==> config.mk <==
export PLATFORM = sky130hd
export DESIGN_NAME = crc16_record_deframer_core_flat
export DESIGN_NICKNAME = d
export VERILOG_FILES = /design/src/hdl/crcdf_pkg.sv /design/src/hdl/crcdf_ifs.sv /design/src/hdl/crcdf_parser.sv /design/src/hdl/crc16_record_deframer_core.sv /design/src/flat_wrapper.sv
export VERILOG_INCLUDE_DIRS = /design/src /design/src/hdl
export SDC_FILE = /design/constraint.sdc
export NUM_CORES = 1
export LEC_CHECK = 0
export BUFFER_PORTS_ARGS = -buffer_cell sky130_fd_sc_hd__clkbuf_2
export CORE_MARGIN = 1
export CORE_UTILIZATION = 25
export CTS_CLUSTER_DIAMETER = 60
export DETAILED_ROUTE_END_ITERATION = 10
export SYNTH_ARGS = -nofsm -noshare
export SYNTH_HDL_FRONTEND = slang
export SYNTH_SLANG_ARGS = --single-unit
==> constraint.sdc <==
create_clock -name clk -period 5.65 [get_ports clk]
set_input_delay 0 -clock clk [delete_from_list [all_inputs] [get_ports clk]]
set_output_delay 0 -clock clk [all_outputs]
set_load 0.02 [all_outputs]
==> src/hdl/crc16_record_deframer_core_defines.svh <==
// Assertion macros for the record deframer
`ifndef CRC16_RECORD_DEFRAMER_CORE_DEFINES_SVH
`define CRC16_RECORD_DEFRAMER_CORE_DEFINES_SVH

// Same-cycle implication, sampled on clk, off while rst_n is low
`define CRCDF_ASSERT_NOW(lbl, ante, cons, msg) \
    lbl: assert property (@(posedge clk) disable iff (!rst_n) (ante) |-> (cons)) \
        else $error(msg);

// Next-cycle implication
`define CRCDF_ASSERT_NEXT(lbl, ante, cons, msg) \
    lbl: assert property (@(posedge clk) disable iff (!rst_n) (ante) |=> (cons)) \
        else $error(msg);

`endif

==> src/hdl/crcdf_pkg.sv <==
// Types, constants and CRC function shared by the record deframer
`timescale 1ns / 1ps

package crcdf_pkg;

    localparam int unsigned SIZE_W = 23;
    localparam int unsigned CRC_W  = 16;

    localparam logic [15:0]       MAGIC_WORD        = 16'hDEAD;
    localparam logic [SIZE_W-1:0] MAX_RECORD_BYTES  = 23'd4194304;
    localparam logic [SIZE_W-1:0] SIZE_LIMIT_RESET  = 23'd4194305;
    localparam logic [15:0]       CRC_POLY          = 16'hA001;
    localparam logic [2:0]        WINDOW_BYTES      = 3'd6;

    typedef enum logic [1:0] {
        PH_HUNT   = 2'd0,
        PH_DATA   = 2'd1,
        PH_CRC_LO = 2'd2,
        PH_CRC_HI = 2'd3
    } phase_t;

    typedef enum logic [1:0] {
        EV_PAYLOAD  = 2'd0,
        EV_ACCEPTED = 2'd1,
        EV_MISMATCH = 2'd2,
        EV_REJECTED = 2'd3
    } event_t;

    typedef struct packed {
        logic              vld;
        event_t            ev;
        logic [7:0]        payload;
        logic [SIZE_W-1:0] size;
        logic              last;
    } res_t;

    // CRC-16/ARC, reflected, one byte
    function automatic logic [CRC_W-1:0] crc_arc_byte(input logic [CRC_W-1:0] crc,
                                                      input logic [7:0] b);
        logic [CRC_W-1:0] c;
        c = crc ^ {8'h00, b};
        for (int k = 0; k < 8; k++) begin
            if (c[0])
            begin
                c = (c >> 1) ^ CRC_POLY;
            end
            else
            begin
                c = c >> 1;
            end
        end
        return c;
    endfunction

endpackage

==> src/hdl/crcdf_ifs.sv <==
// Channel interfaces: byte stream, result stream, size limit write
`timescale 1ns / 1ps

interface crcdf_byte_if;
    logic       valid;
    logic       ready;
    logic [7:0] data_byte;

    modport source (output valid, output data_byte, input ready);
    modport sink   (input valid, input data_byte, output ready);
endinterface

interface crcdf_res_if;
    logic        valid;
    logic        ready;
    logic [1:0]  event_res;
    logic [7:0]  payload_byte;
    logic [22:0] record_size;
    logic        last;

    modport source (output valid, output event_res, output payload_byte,
                    output record_size, output last, input ready);
    modport sink   (input valid, input event_res, input payload_byte,
                    input record_size, input last, output ready);
endinterface

interface crcdf_cfg_if;
    logic        valid;
    logic        ready;
    logic [22:0] size_limit;

    modport source (output valid, output size_limit, input ready);
    modport sink   (input valid, input size_limit, output ready);
endinterface

==> src/hdl/crcdf_parser.sv <==
// Record parser: header window, phase control, CRC and per-byte result
`timescale 1ns / 1ps

module crcdf_parser (
    input  logic                           clk,
    input  logic                           rst_n,
    input  logic                           step_en,
    input  logic [7:0]                     data_byte,
    input  logic [crcdf_pkg::SIZE_W-1:0]   size_limit,
    output crcdf_pkg::res_t                res
);
    import crcdf_pkg::*;

    phase_t             phase_reg,  phase_next;
    logic [47:0]        window_reg, window_next;
    logic [2:0]         fill_reg,   fill_next;
    logic [SIZE_W-1:0]  left_reg,   left_next;
    logic [SIZE_W-1:0]  len_reg,    len_next;
    logic [CRC_W-1:0]   crc_reg,    crc_next;
    logic [7:0]         crc_lo_reg, crc_lo_next;

    logic [47:0]        win_shift;
    logic [2:0]         fill_inc;
    logic [31:0]        raw_len;
    logic               hdr_hit;
    logic               hdr_bad;
    logic [SIZE_W-1:0]  left_dec;
    logic [CRC_W-1:0]   crc_got;

    always_comb
    begin
        win_shift = {data_byte, window_reg[47:8]};
        fill_inc  = (fill_reg == WINDOW_BYTES) ? fill_reg : fill_reg + 3'd1;
        hdr_hit   = (fill_inc == WINDOW_BYTES) && (win_shift[15:0] == MAGIC_WORD);
        raw_len   = win_shift[47:16];
        // negative lengths fail through the sign bit
        hdr_bad   = raw_len[31]
                  || (raw_len >= {9'd0, size_limit})
                  || (raw_len > {9'd0, MAX_RECORD_BYTES});
        left_dec  = (left_reg != '0) ? left_reg - 1'b1 : left_reg;
        crc_got   = {data_byte, crc_lo_reg};
    end

    // next phase
    always_comb
    begin
        phase_next = phase_reg;
        case (phase_reg)
            PH_HUNT:
            begin
                if (hdr_hit && !hdr_bad)
                begin
                    phase_next = (raw_len[SIZE_W-1:0] == '0) ? PH_CRC_LO : PH_DATA;
                end
            end
            PH_DATA:
            begin
                if (left_dec == '0)
                begin
                    phase_next = PH_CRC_LO;
                end
            end
            PH_CRC_LO: phase_next = PH_CRC_HI;
            PH_CRC_HI: phase_next = PH_HUNT;
            default:   phase_next = PH_HUNT;
        endcase
    end

    // datapath and result
    always_comb
    begin
        window_next = window_reg;
        fill_next   = fill_reg;
        left_next   = left_reg;
        len_next    = len_reg;
        crc_next    = crc_reg;
        crc_lo_next = crc_lo_reg;
        res.vld     = 1'b0;
        res.ev      = EV_PAYLOAD;
        res.payload = 8'h00;
        res.size    = len_reg;
        res.last    = 1'b0;
        case (phase_reg)
            PH_HUNT:
            begin
                window_next = win_shift;
                fill_next   = fill_inc;
                if (hdr_hit)
                begin
                    if (hdr_bad)
                    begin
                        res.vld  = 1'b1;
                        res.ev   = EV_REJECTED;
                        res.size = MAX_RECORD_BYTES;
                        res.last = 1'b1;
                    end
                    else
                    begin
                        len_next    = raw_len[SIZE_W-1:0];
                        left_next   = raw_len[SIZE_W-1:0];
                        crc_next    = '0;
                        crc_lo_next = 8'h00;
                    end
                end
            end
            PH_DATA:
            begin
                crc_next    = crc_arc_byte(crc_reg, data_byte);
                left_next   = left_dec;
                res.vld     = 1'b1;
                res.payload = data_byte;
            end
            PH_CRC_LO:
            begin
                crc_lo_next = data_byte;
            end
            PH_CRC_HI:
            begin
                window_next = '0;
                fill_next   = 3'd0;
                res.vld     = 1'b1;
                res.ev      = (crc_got == crc_reg) ? EV_ACCEPTED : EV_MISMATCH;
                res.last    = 1'b1;
            end
            default:
            begin
                window_next = window_reg;
            end
        endcase
        if (!step_en)
        begin
            res.vld = 1'b0;
        end
    end

    always_ff @(posedge clk or negedge rst_n)
    begin
        if (!rst_n)
        begin
            phase_reg  <= PH_HUNT;
            window_reg <= '0;
            fill_reg   <= 3'd0;
            left_reg   <= '0;
            len_reg    <= '0;
            crc_reg    <= '0;
            crc_lo_reg <= 8'h00;
        end
        else if (step_en)
        begin
            phase_reg  <= phase_next;
            window_reg <= window_next;
            fill_reg   <= fill_next;
            left_reg   <= left_next;
            len_reg    <= len_next;
            crc_reg    <= crc_next;
            crc_lo_reg <= crc_lo_next;
        end
    end

endmodule

==> src/hdl/crc16_record_deframer_core.sv <==
// Top level of the record deframer: input beat register, parser, result register
//
//  channel  | dir | payload                                   | beat taken when
//  ---------+-----+-------------------------------------------+-----------------
//  stream   | in  | data_byte                                 | valid && ready
//  result   | out | event_res, payload_byte, record_size, last| valid && ready
//  cfg      | in  | size_limit                                | valid && ready
//
//  One byte per cycle sustained while the result channel is not stalled.
//  Each byte passes input register -> parser (window, bytewise CRC) -> result register.
//  A byte is parsed only when the result register is free or being drained.
//  rst_n clears control state asynchronously; size_limit resets to 4194305.
//  Stalls on result back up into stream.ready after one buffered byte.
`timescale 1ns / 1ps
`include "crc16_record_deframer_core_defines.svh"

module crc16_record_deframer_core (
    input  logic         clk,
    input  logic         rst_n,
    crcdf_byte_if.sink   stream,
    crcdf_res_if.source  result,
    crcdf_cfg_if.sink    cfg
);
    import crcdf_pkg::*;

    logic              in_vld_reg, in_vld_next;
    logic [7:0]        in_byte_reg;
    logic              out_vld_reg, out_vld_next;
    event_t            out_ev_reg;
    logic [7:0]        out_payload_reg;
    logic [SIZE_W-1:0] out_size_reg;
    logic              out_last_reg;
    logic [SIZE_W-1:0] size_limit_reg;
    logic              step_en;
    logic              in_take;
    res_t              res;

    assign step_en      = in_vld_reg && (!out_vld_reg || result.ready);
    assign stream.ready = !in_vld_reg || step_en;
    assign in_take      = stream.valid && stream.ready;
    assign cfg.ready    = 1'b1;

    always_comb
    begin
        in_vld_next = in_vld_reg;
        if (in_take)
        begin
            in_vld_next = 1'b1;
        end
        else if (step_en)
        begin
            in_vld_next = 1'b0;
        end

        out_vld_next = out_vld_reg;
        if (step_en)
        begin
            out_vld_next = res.vld;
        end
        else if (result.ready)
        begin
            out_vld_next = 1'b0;
        end
    end

    crcdf_parser u_parser (
        .clk        (clk),
        .rst_n      (rst_n),
        .step_en    (step_en),
        .data_byte  (in_byte_reg),
        .size_limit (size_limit_reg),
        .res        (res)
    );

    always_ff @(posedge clk or negedge rst_n)
    begin
        if (!rst_n)
        begin
            in_vld_reg     <= 1'b0;
            out_vld_reg    <= 1'b0;
            size_limit_reg <= SIZE_LIMIT_RESET;
        end
        else
        begin
            in_vld_reg  <= in_vld_next;
            out_vld_reg <= out_vld_next;
            if (cfg.valid)
            begin
                size_limit_reg <= cfg.size_limit;
            end
        end
    end

    always_ff @(posedge clk)
    begin
        if (in_take)
        begin
            in_byte_reg <= stream.data_byte;
        end
        if (step_en && res.vld)
        begin
            out_ev_reg      <= res.ev;
            out_payload_reg <= res.payload;
            out_size_reg    <= res.size;
            out_last_reg    <= res.last;
        end
    end

    assign result.valid        = out_vld_reg;
    assign result.event_res    = out_ev_reg;
    assign result.payload_byte = out_payload_reg;
    assign result.record_size  = out_size_reg;
    assign result.last         = out_last_reg;

    `CRCDF_ASSERT_NOW(a_last_on_verdict, out_vld_reg,
        out_last_reg == (out_ev_reg != EV_PAYLOAD), "last must mark verdict beats only")
    `CRCDF_ASSERT_NOW(a_verdict_no_data, out_vld_reg && (out_ev_reg != EV_PAYLOAD),
        out_payload_reg == 8'h00, "verdict beat carries payload data")
    `CRCDF_ASSERT_NOW(a_reject_size, out_vld_reg && (out_ev_reg == EV_REJECTED),
        out_size_reg == MAX_RECORD_BYTES, "rejected header must report max size")
    `CRCDF_ASSERT_NEXT(a_result_loaded, step_en && res.vld,
        out_vld_reg, "parsed result lost before result register")

endmodule

==> src/flat_wrapper.sv <==
// flat-port wrapper written by rule: the top's interface ports become plain ports
module crc16_record_deframer_core_flat import crcdf_pkg::*;
  (clk, rst_n, stream_valid, stream_data_byte, stream_ready, result_valid, result_event_res, result_payload_byte, result_record_size, result_last, result_ready, cfg_valid, cfg_size_limit, cfg_ready);
  crcdf_byte_if stream_i ();
  crcdf_res_if result_i ();
  crcdf_cfg_if cfg_i ();
  input  logic clk;
  input  logic rst_n;
  input wire logic [$bits(stream_i.valid)-1:0] stream_valid;
  input wire logic [$bits(stream_i.data_byte)-1:0] stream_data_byte;
  output wire logic [$bits(stream_i.ready)-1:0] stream_ready;
  output wire logic [$bits(result_i.valid)-1:0] result_valid;
  output wire logic [$bits(result_i.event_res)-1:0] result_event_res;
  output wire logic [$bits(result_i.payload_byte)-1:0] result_payload_byte;
  output wire logic [$bits(result_i.record_size)-1:0] result_record_size;
  output wire logic [$bits(result_i.last)-1:0] result_last;
  input wire logic [$bits(result_i.ready)-1:0] result_ready;
  input wire logic [$bits(cfg_i.valid)-1:0] cfg_valid;
  input wire logic [$bits(cfg_i.size_limit)-1:0] cfg_size_limit;
  output wire logic [$bits(cfg_i.ready)-1:0] cfg_ready;
  assign stream_i.valid = stream_valid;
  assign stream_i.data_byte = stream_data_byte;
  assign stream_ready = stream_i.ready;
  assign result_valid = result_i.valid;
  assign result_event_res = result_i.event_res;
  assign result_payload_byte = result_i.payload_byte;
  assign result_record_size = result_i.record_size;
  assign result_last = result_i.last;
  assign result_i.ready = result_ready;
  assign cfg_i.valid = cfg_valid;
  assign cfg_i.size_limit = cfg_size_limit;
  assign cfg_ready = cfg_i.ready;
  crc16_record_deframer_core u_core (.clk(clk), .rst_n(rst_n), .stream(stream_i), .result(result_i), .cfg(cfg_i));
endmodule
== Word level (Yosys, flattened, before mapping) ==
Cells that the tools add are included.

* Output and inout bits: 37
* Register bits: 190
* Input bits: 36
* Word-level logic and storage cells: 113

* Muxes and demuxes: 46
* Reduce and logical (&&, ||, !) cells: 27
* $add $sub $neg: 2
* Bitwise gates (word level): 10
* Equality and inequality tests: 11
* $lt $le $gt $ge: 2

{| class="wikitable"
|+ Operators with widths
! kind !! count
|-
| $mux 16 || 17
|-
| $pmux 48 s2 || 1
|-
| $mux 23 || 4
|-
| $mux 24 || 2
|-
| $logic_not 23->1 || 2
|-
| $pmux 23 s2 || 1
|-
| $ge 32x23->1 || 1
|-
| $gt 32x23->1 const B || 1
|-
| $pmux 16 s2 || 1
|-
| $not 2->3 || 8
|-
| $reduce_bool 23->1 || 1
|-
| $sub 23x1->23 const B || 1
|-
| $eq 16x16->1 || 1
|-
| $eq 16x16->1 const B || 1
|-
| $mux 8 || 2
|-
| $pmux 8 s2 || 1
|-
| $xor 16x8->16 || 1
|-
| $reduce_and 4->1 || 3
|-
| $reduce_bool 2->1 || 5
|-
| $mux 3 || 3
|-
| $mux 2 || 4
|-
| $ne 2x2->1 const B || 4
|-
| $pmux 2 s4 || 1
|-
| $eq 3x3->1 const B || 2
|-
| other kinds (15) || 30
|}

== Depth between registers and ports, before layout ==
Gate-level depths: netlist of run 1.

* Depth after elaboration: 25
* Mapped depth: 12
* Depth with buffers taken out: 10

== Modules after synthesis ==
Synthesis of run 1 repeated with hierarchy kept, for this count alone.

* Cells, all modules: 933
* Area, all modules: 9342.7 um^2

{| class="wikitable"
|+ Modules (own cells, without submodules)
! module !! area an instance (um^2) !! instances !! sequential area each (um^2) !! cells an instance
|-
| crcdf_parser || 7114.3 || 1 || 2877.8 || 831
|-
| crc16_record_deframer_core || 2228.4 || 1 || 1889.3 || 102
|}

== Least setup slack after synthesis of run 1 ==
OpenSTA, ideal clock, no wires.

* Path type: reg2reg
* Start point: register u_core.u_parser.fill_reg[0]
* End point: register u_core.out_ev_reg[0] (netlist: u_core.result.event_res[0]), enable pin
* Buffers on the path: 0
* Data arrival time: 4677 ps
* Library setup time: 468 ps
* Stages on the path, launching flop included: 10
* Required time: 5182 ps
* Clock period less this slack: 5144 ps
* Path slack: 506 ps
* Path through: dfrtp_1 -> inv_1 -> ha_1 -> or3b_1 -> a211o_1 -> a2111oi_2 -> nand2_1 -> nor2_1 -> nor3_1 -> nor3_1

* Word-level cells in the longest chain between the ends: 8
* Elaborated cells between the ends (all ways): 9
* Classes of those cells: 1 x add/sub; 2 x eq/ne; 4 x mux; 2 x reduce/logical

{| class="wikitable"
|+ RTL lines
! item !! line !! source
|-
| start: declaration || crcdf_parser.sv:16 || <nowiki>logic [2:0] fill_reg, fill_next;</nowiki>
|-
| start signal: assignment || crcdf_parser.sv:152 || <nowiki>fill_reg <= fill_next;</nowiki>
|-
| $add 3x1->3 / $eq 3x3->1 (equally long branches) || crcdf_parser.sv:33 || <nowiki>fill_inc = (fill_reg == WINDOW_BYTES) ? fill_reg : fill_reg + 3'd1;</nowiki>
|-
| $mux 3 (*) || crcdf_parser.sv:33 ||
|-
| $eq 3x3->1 (*) || crcdf_parser.sv:34 || <nowiki>hdr_hit = (fill_inc == WINDOW_BYTES) && (win_shift[15:0] == MAGIC_WORD);</nowiki>
|-
| $logic_and 1x1->1 (*) || crcdf_parser.sv:34 ||
|-
| $mux 3 (*) || crcdf_parser.sv:88 || <nowiki>if (hdr_hit)</nowiki>
|-
| $pmux 1 s2 (*) || crcdf_parser.sv:83 || <nowiki>case (phase_reg)</nowiki>
|-
| $mux 1 (*) || crcdf_parser.sv:130 || <nowiki>if (!step_en)</nowiki>
|-
| $logic_and 1x1->1 (*) || crc16_record_deframer_core.sv:100 || <nowiki>if (step_en && res.vld)</nowiki>
|-
| end signal: assignment || crc16_record_deframer_core.sv:102 || <nowiki>out_ev_reg <= res.ev;</nowiki>
|-
| end: declaration || crc16_record_deframer_core.sv:29 || <nowiki>event_t out_ev_reg;</nowiki>
|}

Every way passes the cells marked *; elsewhere a longest branch is shown, timed or not.
A chain may end at the register's enable or synchronous reset.

== Worst setup path after layout of run 1 ==
* Start point: register u_core.u_parser.fill_reg[0]
* End point: register u_core.u_parser.left_reg[5]

* Word-level cells in the longest chain between the ends: 6
* Elaborated cells between the ends (all ways): 7
* Classes of those cells: 1 x add/sub; 3 x eq/ne; 1 x mux; 2 x reduce/logical

{| class="wikitable"
|+ RTL lines
! item !! line !! source
|-
| $add 3x1->3 / $eq 3x3->1 (equally long branches) || crcdf_parser.sv:33 ||
|-
| $mux 3 (*) || crcdf_parser.sv:33 ||
|-
| $eq 3x3->1 (*) || crcdf_parser.sv:34 ||
|-
| $logic_and 1x1->1 (*) || crcdf_parser.sv:34 ||
|-
| $ne 2x2->1 (no line) (*) || - ||
|-
| $reduce_and 4->1 (no line) (*) || - ||
|-
| end signal: assignment || crcdf_parser.sv:153 || <nowiki>left_reg <= left_next;</nowiki>
|-
| end: declaration || crcdf_parser.sv:17 || <nowiki>logic [SIZE_W-1:0] left_reg, left_next;</nowiki>
|}

Marked as above.

==> run metrics, run 1 <==
RD Place Congestion 0.807; Die Ht 192 microns; Post-Route Utilization 30.3%; depth of the worst register-to-register path 9; Unique masters post-synth 67; hold violation total from the final report 0; Synth Area per Inst 10.3 sq um; maximum fanout along the worst path 20; worst voltage drop across the vdd grid 0.000250 V; sink count of the clock tree 182; I/O pin cnt 73; RSZ-0062 raised after global routing no; number of antenna violations at the first check in global routing 0; max-capacitance violation count 0; count of state elements after synthesis 182; cell at the root of the clock tree sky130_fd_sc_hd__clkbuf_16; Cells after Synth 879; minimum setup slack among reg-to-reg paths 1360 ps; Reg2Reg Capture Point u_core.u_parser.left_reg[5]; clock latency of the later-clocked register in the worst-skew pair 440 ps; count of yosys warnings during synthesis 0; static power due to leakage 0.00471 uW; Post-CTS Setup Repair Bufs 0; via density per instance 4.76; Die Outline Area 36,800 sq um; CTS Buf Count 17; outcome completed; count of nets left with antenna violations after detail routing 0; Post-Syn Area 9020 sq um; Finished Cell Area 10,800 sq um; gr ovfl total 0; effective utilization at floorplan 25.4%; number of max-slew violations in the final report 0; HPWL after detailed placement 15,000 microns; Worst slew margin 18.8%; buffers added on ports 71; setup TNS 0 ps; clock-pin transition on the worst setup and hold timing paths 70 ps; maximum buffer depth of the clock tree 2; cell count after placement 1,371; maximum number of pins on one net before global-route repair 72; fin nets 1,032; Antenna Cells 0; fraction of final layout cells with drive strength greater than 1 15.2%; maximum achievable frequency 233 MHz; top cell type by total area after synthesis sky130_fd_sc_hd__dfrtp_1; Reg2Reg Launch Point u_core.u_parser.fill_reg[0]; global-route total usage across every layer 12.9%; leading cell type by number of instances after synthesis sky130_fd_sc_hd__dfrtp_1; critical path required time 5970 ps; most common library cells after synthesis sky130_fd_sc_hd__dfrtp_1 (138), sky130_fd_sc_hd__nand2_1 (134), sky130_fd_sc_hd__o21ai_0 (63), sky130_fd_sc_hd__edfxtp_1 (42), sky130_fd_sc_hd__nand3b_1 (42); post-detailed-routing wire length 22,700 microns; number of global-route vias before repair 6,652; final period utilization 76.0%; average wire length per cell after detail routing 15.8 microns; startpoint kind of the worst setup timing path flop; slew at the pin with the worst max-slew slack 1220 ps; main flop type after synthesis sky130_fd_sc_hd__dfrtp_1; via count 6,847; flip-flop count of the largest register after layout 40; width of the chip 192 microns; main area contributors after synthesis sky130_fd_sc_hd__dfrtp_1 (38%), sky130_fd_sc_hd__edfxtp_1 (14%), sky130_fd_sc_hd__nand2_1 (5.6%); wire length of the first global-routing pass 36,600 microns; number of filler cells placed in the layout 3,663; number of violations reported at the end of detailed-routing iteration 0 498; H-tree levels 4; power per unit of standard cell area 461 nW/um^2; area overhead of the layout relative to synthesis 19.6%; fin cells 1,439; Site Rows 69; Pre-antenna DRT Iters 5; placement-stage cell area 9820 sq um; Final Critical Period 4290 ps; core region area 35,600 sq um; final setup violating endpoints 0; class of the most critical hold timing path in2async; Post-Syn Nets 946; data arrival at the endpoint of the critical path 4610 ps; post-synth top area share 38.3%; Post-synth EDFFs 42; worst hold margin 153 ps; asr flop ratio synth 76.9%; final worst clock skew 12.4 ps; TritonCTS clock tree done; part of the Yosys area used for sequential elements 52.9%; critical path start-end classification reg2reg; number of remaining DRC errors 0; kind of end point of the critical path flop
## layout make-up
cell class / count / area (sq um) / area share [%]
flip-flops and latches: 182 / 4770 / 44.2
multi-input cells: 612 / 3920 / 36.3
repair buffers: 114 / 772 / 7.16
well taps: 461 / 577 / 5.35
clock buffers: 20 / 437 / 4.05
clock inverters: 12 / 169 / 1.57
inverters: 38 / 143 / 1.32
## power breakdown
| group | internal, uW | switching [uW] |
|---|---|---|
| clock | 705 | 534 |
| sequential | 1680 | 484 |
| combinational | 675 | 889 |
## what timing repair did
item,CTS,global route
endpoints found under the hold margin,102,0
hold buffers,35,0
resized for setup,0,0
## how the worst max path moves through the flow
stage                           startpoint                          end  slack, ps
3_3_place_gp   u_core.u_parser.fill_reg[0]  u_core.u_parser.left_reg[5]       1490
2_1_floorplan  u_core.u_parser.fill_reg[0]   u_core.result.event_res[0]        510
6_report       u_core.u_parser.fill_reg[0]  u_core.u_parser.left_reg[5]       1360
3_5_place_dp   u_core.u_parser.fill_reg[0]  u_core.u_parser.left_reg[5]       1340
5_1_grt        u_core.u_parser.fill_reg[0]  u_core.u_parser.left_reg[5]       1030
4_1_cts        u_core.u_parser.fill_reg[0]  u_core.u_parser.left_reg[5]       1310
## per-stage QoR
stage | power (uW) | setup WS (ps)
after floorplan | 3220 | 506
after global placement | 3660 | 1490
after detailed placement | 3710 | 1340
after CTS | 4980 | 1310
after global routing | 5310 | 1030
final | 4970 | 1360
## critical path, stage by stage (launching register included)
cell and delay (ps):
sky130_fd_sc_hd__dfrtp_1 390, sky130_fd_sc_hd__inv_1 90, sky130_fd_sc_hd__ha_1 260, sky130_fd_sc_hd__or3b_1 390, sky130_fd_sc_hd__a211o_1 320, sky130_fd_sc_hd__a2111oi_2 460, sky130_fd_sc_hd__nand2_1 200, sky130_fd_sc_hd__nor4_4 830
sky130_fd_sc_hd__nand2_1 710, sky130_fd_sc_hd__o221a_2 510
## layer usage
metal	part of all wire (%)	global-route usage [%]	routed length, microns
met3	5.6	2.92	1260
met4	1.7	4.46	386
met1	48	18.4	11000
met5	0	0	0
met2	44	18.9	10100
## cells in the final DEF, fill, tap and decap left out, types with 4 or more instances in the layout
master	netlist	layout
sky130_fd_sc_hd__a211oi_1	6	6
sky130_fd_sc_hd__a21o_1	4	4
sky130_fd_sc_hd__a21oi_1	36	36
sky130_fd_sc_hd__a22o_1	13	13
sky130_fd_sc_hd__a31oi_1	5	5
sky130_fd_sc_hd__and2_1	12	12
sky130_fd_sc_hd__and3_1	5	5
sky130_fd_sc_hd__buf_4	2	8
sky130_fd_sc_hd__clkbuf_16	0	17
sky130_fd_sc_hd__clkbuf_2	0	70
sky130_fd_sc_hd__clkinv_4	0	4
sky130_fd_sc_hd__dfrtp_1	138	138
sky130_fd_sc_hd__dlygate4sd3_1	0	35
sky130_fd_sc_hd__edfxtp_1	42	42
sky130_fd_sc_hd__ha_1	31	31
sky130_fd_sc_hd__inv_1	37	37
sky130_fd_sc_hd__mux2_2	24	24
sky130_fd_sc_hd__nand2_1	134	134
sky130_fd_sc_hd__nand2b_1	7	7
sky130_fd_sc_hd__nand3_1	9	9
sky130_fd_sc_hd__nand3b_1	42	42
sky130_fd_sc_hd__nand4_1	8	8
sky130_fd_sc_hd__nor2_1	39	37
sky130_fd_sc_hd__nor2b_1	28	28
sky130_fd_sc_hd__nor3_1	14	13
sky130_fd_sc_hd__nor4_1	17	17
sky130_fd_sc_hd__o211ai_1	7	7
sky130_fd_sc_hd__o21ai_0	63	63
sky130_fd_sc_hd__o22ai_1	13	13
sky130_fd_sc_hd__or4_1	5	5
sky130_fd_sc_hd__xnor2_1	35	35
sky130_fd_sc_hd__xor2_1	5	5
## kinds of logic after synthesis
logic type | synth area share [%]
flip-flops | 52.9
multiplexers | 3.33
AO/OA/AOI/OAI | 12.4
buffers and inverters | 3.80
XOR/XNOR | 3.88
AND/OR/NAND/NOR | 19.4
adder cells (fa/ha/maj) | 4.30
other | 0.0416
(Power assumes the default switching activity.)
==> inputs of run 2 (changes only) <==
Clock period 5.65 ns to 4 ns, I/O delays scaled along.
==> run 2 against run 1 <==
Effect of this change:
- sequential share of layout area shrank 0.57 points
- critical path type unchanged
- critical endpoint is now u_core.u_parser.left_reg[16]
- clock-buffer cell count is the same
- largest power group unchanged
- setup slack lost 1100 ps
==> run metrics, run 2 (same netlist as run 1, synthesis figures left out) <==
final period utilization 93.8% (+18 points); Gate power share 32.8% (+1.3 points); number of antenna violations at the first check in global routing 0 (unchanged); outcome completed; Reg2Reg Launch Point u_core.u_parser.fill_reg[0]; HPWL after detailed placement 15,600 microns (+4.2%); worst voltage drop across the vdd grid 0.000367 V (+47%); area overhead of the layout relative to synthesis 21.1%; final setup violating endpoints 0 (unchanged); Worst slew margin 20.5% (+1.7 points); CTS Buf Count 17 (unchanged); H-tree levels 4 (unchanged); setup TNS 0 ps (unchanged); via density per instance 4.76 (about the same); count of nets left with antenna violations after detail routing 0 (unchanged); number of global-route vias before repair 6,645 (-0.11%); Tot Pwr 7180 uW (+45%); flip-flop count of the largest register after layout 40 (unchanged); kind of end point of the critical path flop; Antenna Cells 0 (unchanged); I/O pin cnt 73 (unchanged); worst hold margin 249 ps (+96.0 ps); maximum buffer depth of the clock tree 2 (unchanged); fin nets 1,044 (+1.2%); number of max-slew violations in the final report 0 (unchanged); static power due to leakage 0.00480 uW (+1.9%); clock-pin transition on the worst setup and hold timing paths 70 ps (about the same); depth of the worst register-to-register path 10 (+1); Post-CTS Setup Repair Bufs 0 (unchanged); NetSw 2710 uW (+42%); internal power contribution 4470 uW (+46%); sink count of the clock tree 182 (unchanged); Reg2Reg Capture Point u_core.u_parser.left_reg[16]; switching fraction of total power 37.8% (-0.57 points); max-capacitance violation count 0 (unchanged); critical path required time 4340 ps (-1630 ps); number of remaining DRC errors 0 (unchanged); width of the chip 192 microns (unchanged); class of the most critical hold timing path in2reg; highest-count cells in the layout ignoring fill and taps sky130_fd_sc_hd__dfrtp_1 (138), sky130_fd_sc_hd__nand2_1 (134), sky130_fd_sc_hd__clkbuf_2 (70); leading cell type in the layout, fill and taps excluded sky130_fd_sc_hd__dfrtp_1; post-detailed-routing wire length 23,400 microns (+2.8%); power per unit of standard cell area 657 nW/um^2 (+43%); Pre-antenna DRT Iters 5 (unchanged); effective utilization at floorplan 25.4% (unchanged); average wire length per cell after detail routing 16.1 microns (+1.9%); slew at the pin with the worst max-slew slack 1190 ps (-25.4 ps); maximum fanout along the worst path 18 (-10%); data arrival at the endpoint of the critical path 4100 ps (-510 ps); clock latency of the later-clocked register in the worst-skew pair 440 ps (about the same); cell at the root of the clock tree sky130_fd_sc_hd__clkbuf_16; hold violation total from the final report 0 (unchanged); buffers added on ports 71 (unchanged); Clock power frac 25.5% (+0.6 points); share of power burned in registers 41.7% (-1.9 points); cts repair resizes 0 (unchanged); gr ovfl total 0 (unchanged); critical path start-end classification reg2reg; core region area 35,600 sq um (unchanged); minimum setup slack among reg-to-reg paths 250 ps (-1110 ps); startpoint kind of the worst setup timing path flop; Die Ht 192 microns (unchanged); maximum number of pins on one net before global-route repair 107 (+49%); number of filler cells placed in the layout 3,702 (+1.1%); via count 6,904 (+0.83%); Die Outline Area 36,800 sq um (unchanged); fraction of final layout cells with drive strength greater than 1 16.6% (+1.3 points); number of violations reported at the end of detailed-routing iteration 0 467 (-6.2%); Final Critical Period 3750 ps (-542 ps); Site Rows 69 (unchanged); Worst Hold Path EP u_core.size_limit_reg[13]; RSZ-0062 raised after global routing no; TritonCTS clock tree done; final worst clock skew 12.3 ps (-0.110 ps); launch instance of the worst min-delay path cfg_valid; maximum achievable frequency 267 MHz (+14%); RD Place Congestion 0.852 (+5.6%); Hold Path Cell Cnt 3; wire length of the first global-routing pass 37,100 microns (+1.2%); global-route total usage across every layer 13.0% (+0.14 points)
run 2: worst max path at each step:
stage / end / startpoint / cells past startpoint / slack [ps]
global route: u_core.u_parser.left_reg[16] / u_core.u_parser.fill_reg[0] / 10 / 90
global placement: u_core.u_parser.left_reg[18] / u_core.u_parser.fill_reg[0] / 10 / 500
floorplan: u_core.result.event_res[0] / u_core.u_parser.fill_reg[0] / 9 / 370
detailed placement: u_core.u_parser.left_reg[16] / u_core.u_parser.fill_reg[0] / 10 / 320
finish: u_core.u_parser.left_reg[16] / u_core.u_parser.fill_reg[0] / 10 / 250
CTS: u_core.u_parser.left_reg[16] / u_core.u_parser.fill_reg[0] / 10 / 300
run 2: power groups by stage:
stage	clock [uW]	combinational (uW)	sequential (uW)
floorplan	0	1710	2840
global placement	0	2270	3000
detailed placement	0	2330	3000
CTS	1870	2370	2980
global route	1940	2650	3060
finish	1830	2360	2990
run 2: cell type report:
cell class	count	area [sq um]	share of cell area (%)
inverters	38	143	1.31
repair buffers	126	862	7.89
well taps	461	577	5.28
multi-input cells	612	3930	35.9
clock inverters	12	160	1.47
flip-flops and latches	182	4770	43.6
clock buffers	20	489	4.48
run 2: metrics by stage:
stage,util [%],area [sq um],std cells,worst slack (ps)
global placement,27.9,9920,1384,501
finish,30.7,10900,1451,249
CTS,30.7,10900,1451,301
detailed placement,27.9,9920,1384,317
floorplan,-,9030,879,371
global route,30.7,10900,1451,86.6
run 2: per-layer routing:
| metal | vias up | wire [microns] | global-route usage (%) |
|---|---|---|---|
| li1 | 3299 | - | - |
| met1 | 3393 | 10900 | 17.8 |
| met2 | 184 | 11100 | 20.4 |
| met3 | 28 | 1120 | 2.83 |
| met4 | 0 | 311 | 3.94 |
| met5 | - | 0 | 0 |
run 2: worst max-delay path, stage by stage (launching register included):
cell and delay [ps]:
sky130_fd_sc_hd__dfrtp_1 390, sky130_fd_sc_hd__inv_1 90, sky130_fd_sc_hd__ha_1 260, sky130_fd_sc_hd__or3b_1 390
sky130_fd_sc_hd__a211o_1 320, sky130_fd_sc_hd__a2111oi_2 550, sky130_fd_sc_hd__nand2_1 230, sky130_fd_sc_hd__nor4_4 420
sky130_fd_sc_hd__or2_1 600, sky130_fd_sc_hd__a21oi_1 140, sky130_fd_sc_hd__a211oi_1 260
run 2: what timing repair did:
action | CTS | global route
hold endpoints to repair | 136 | 0
endpoints found under the setup margin | 0 | 0
hold buffers | 35 | 0
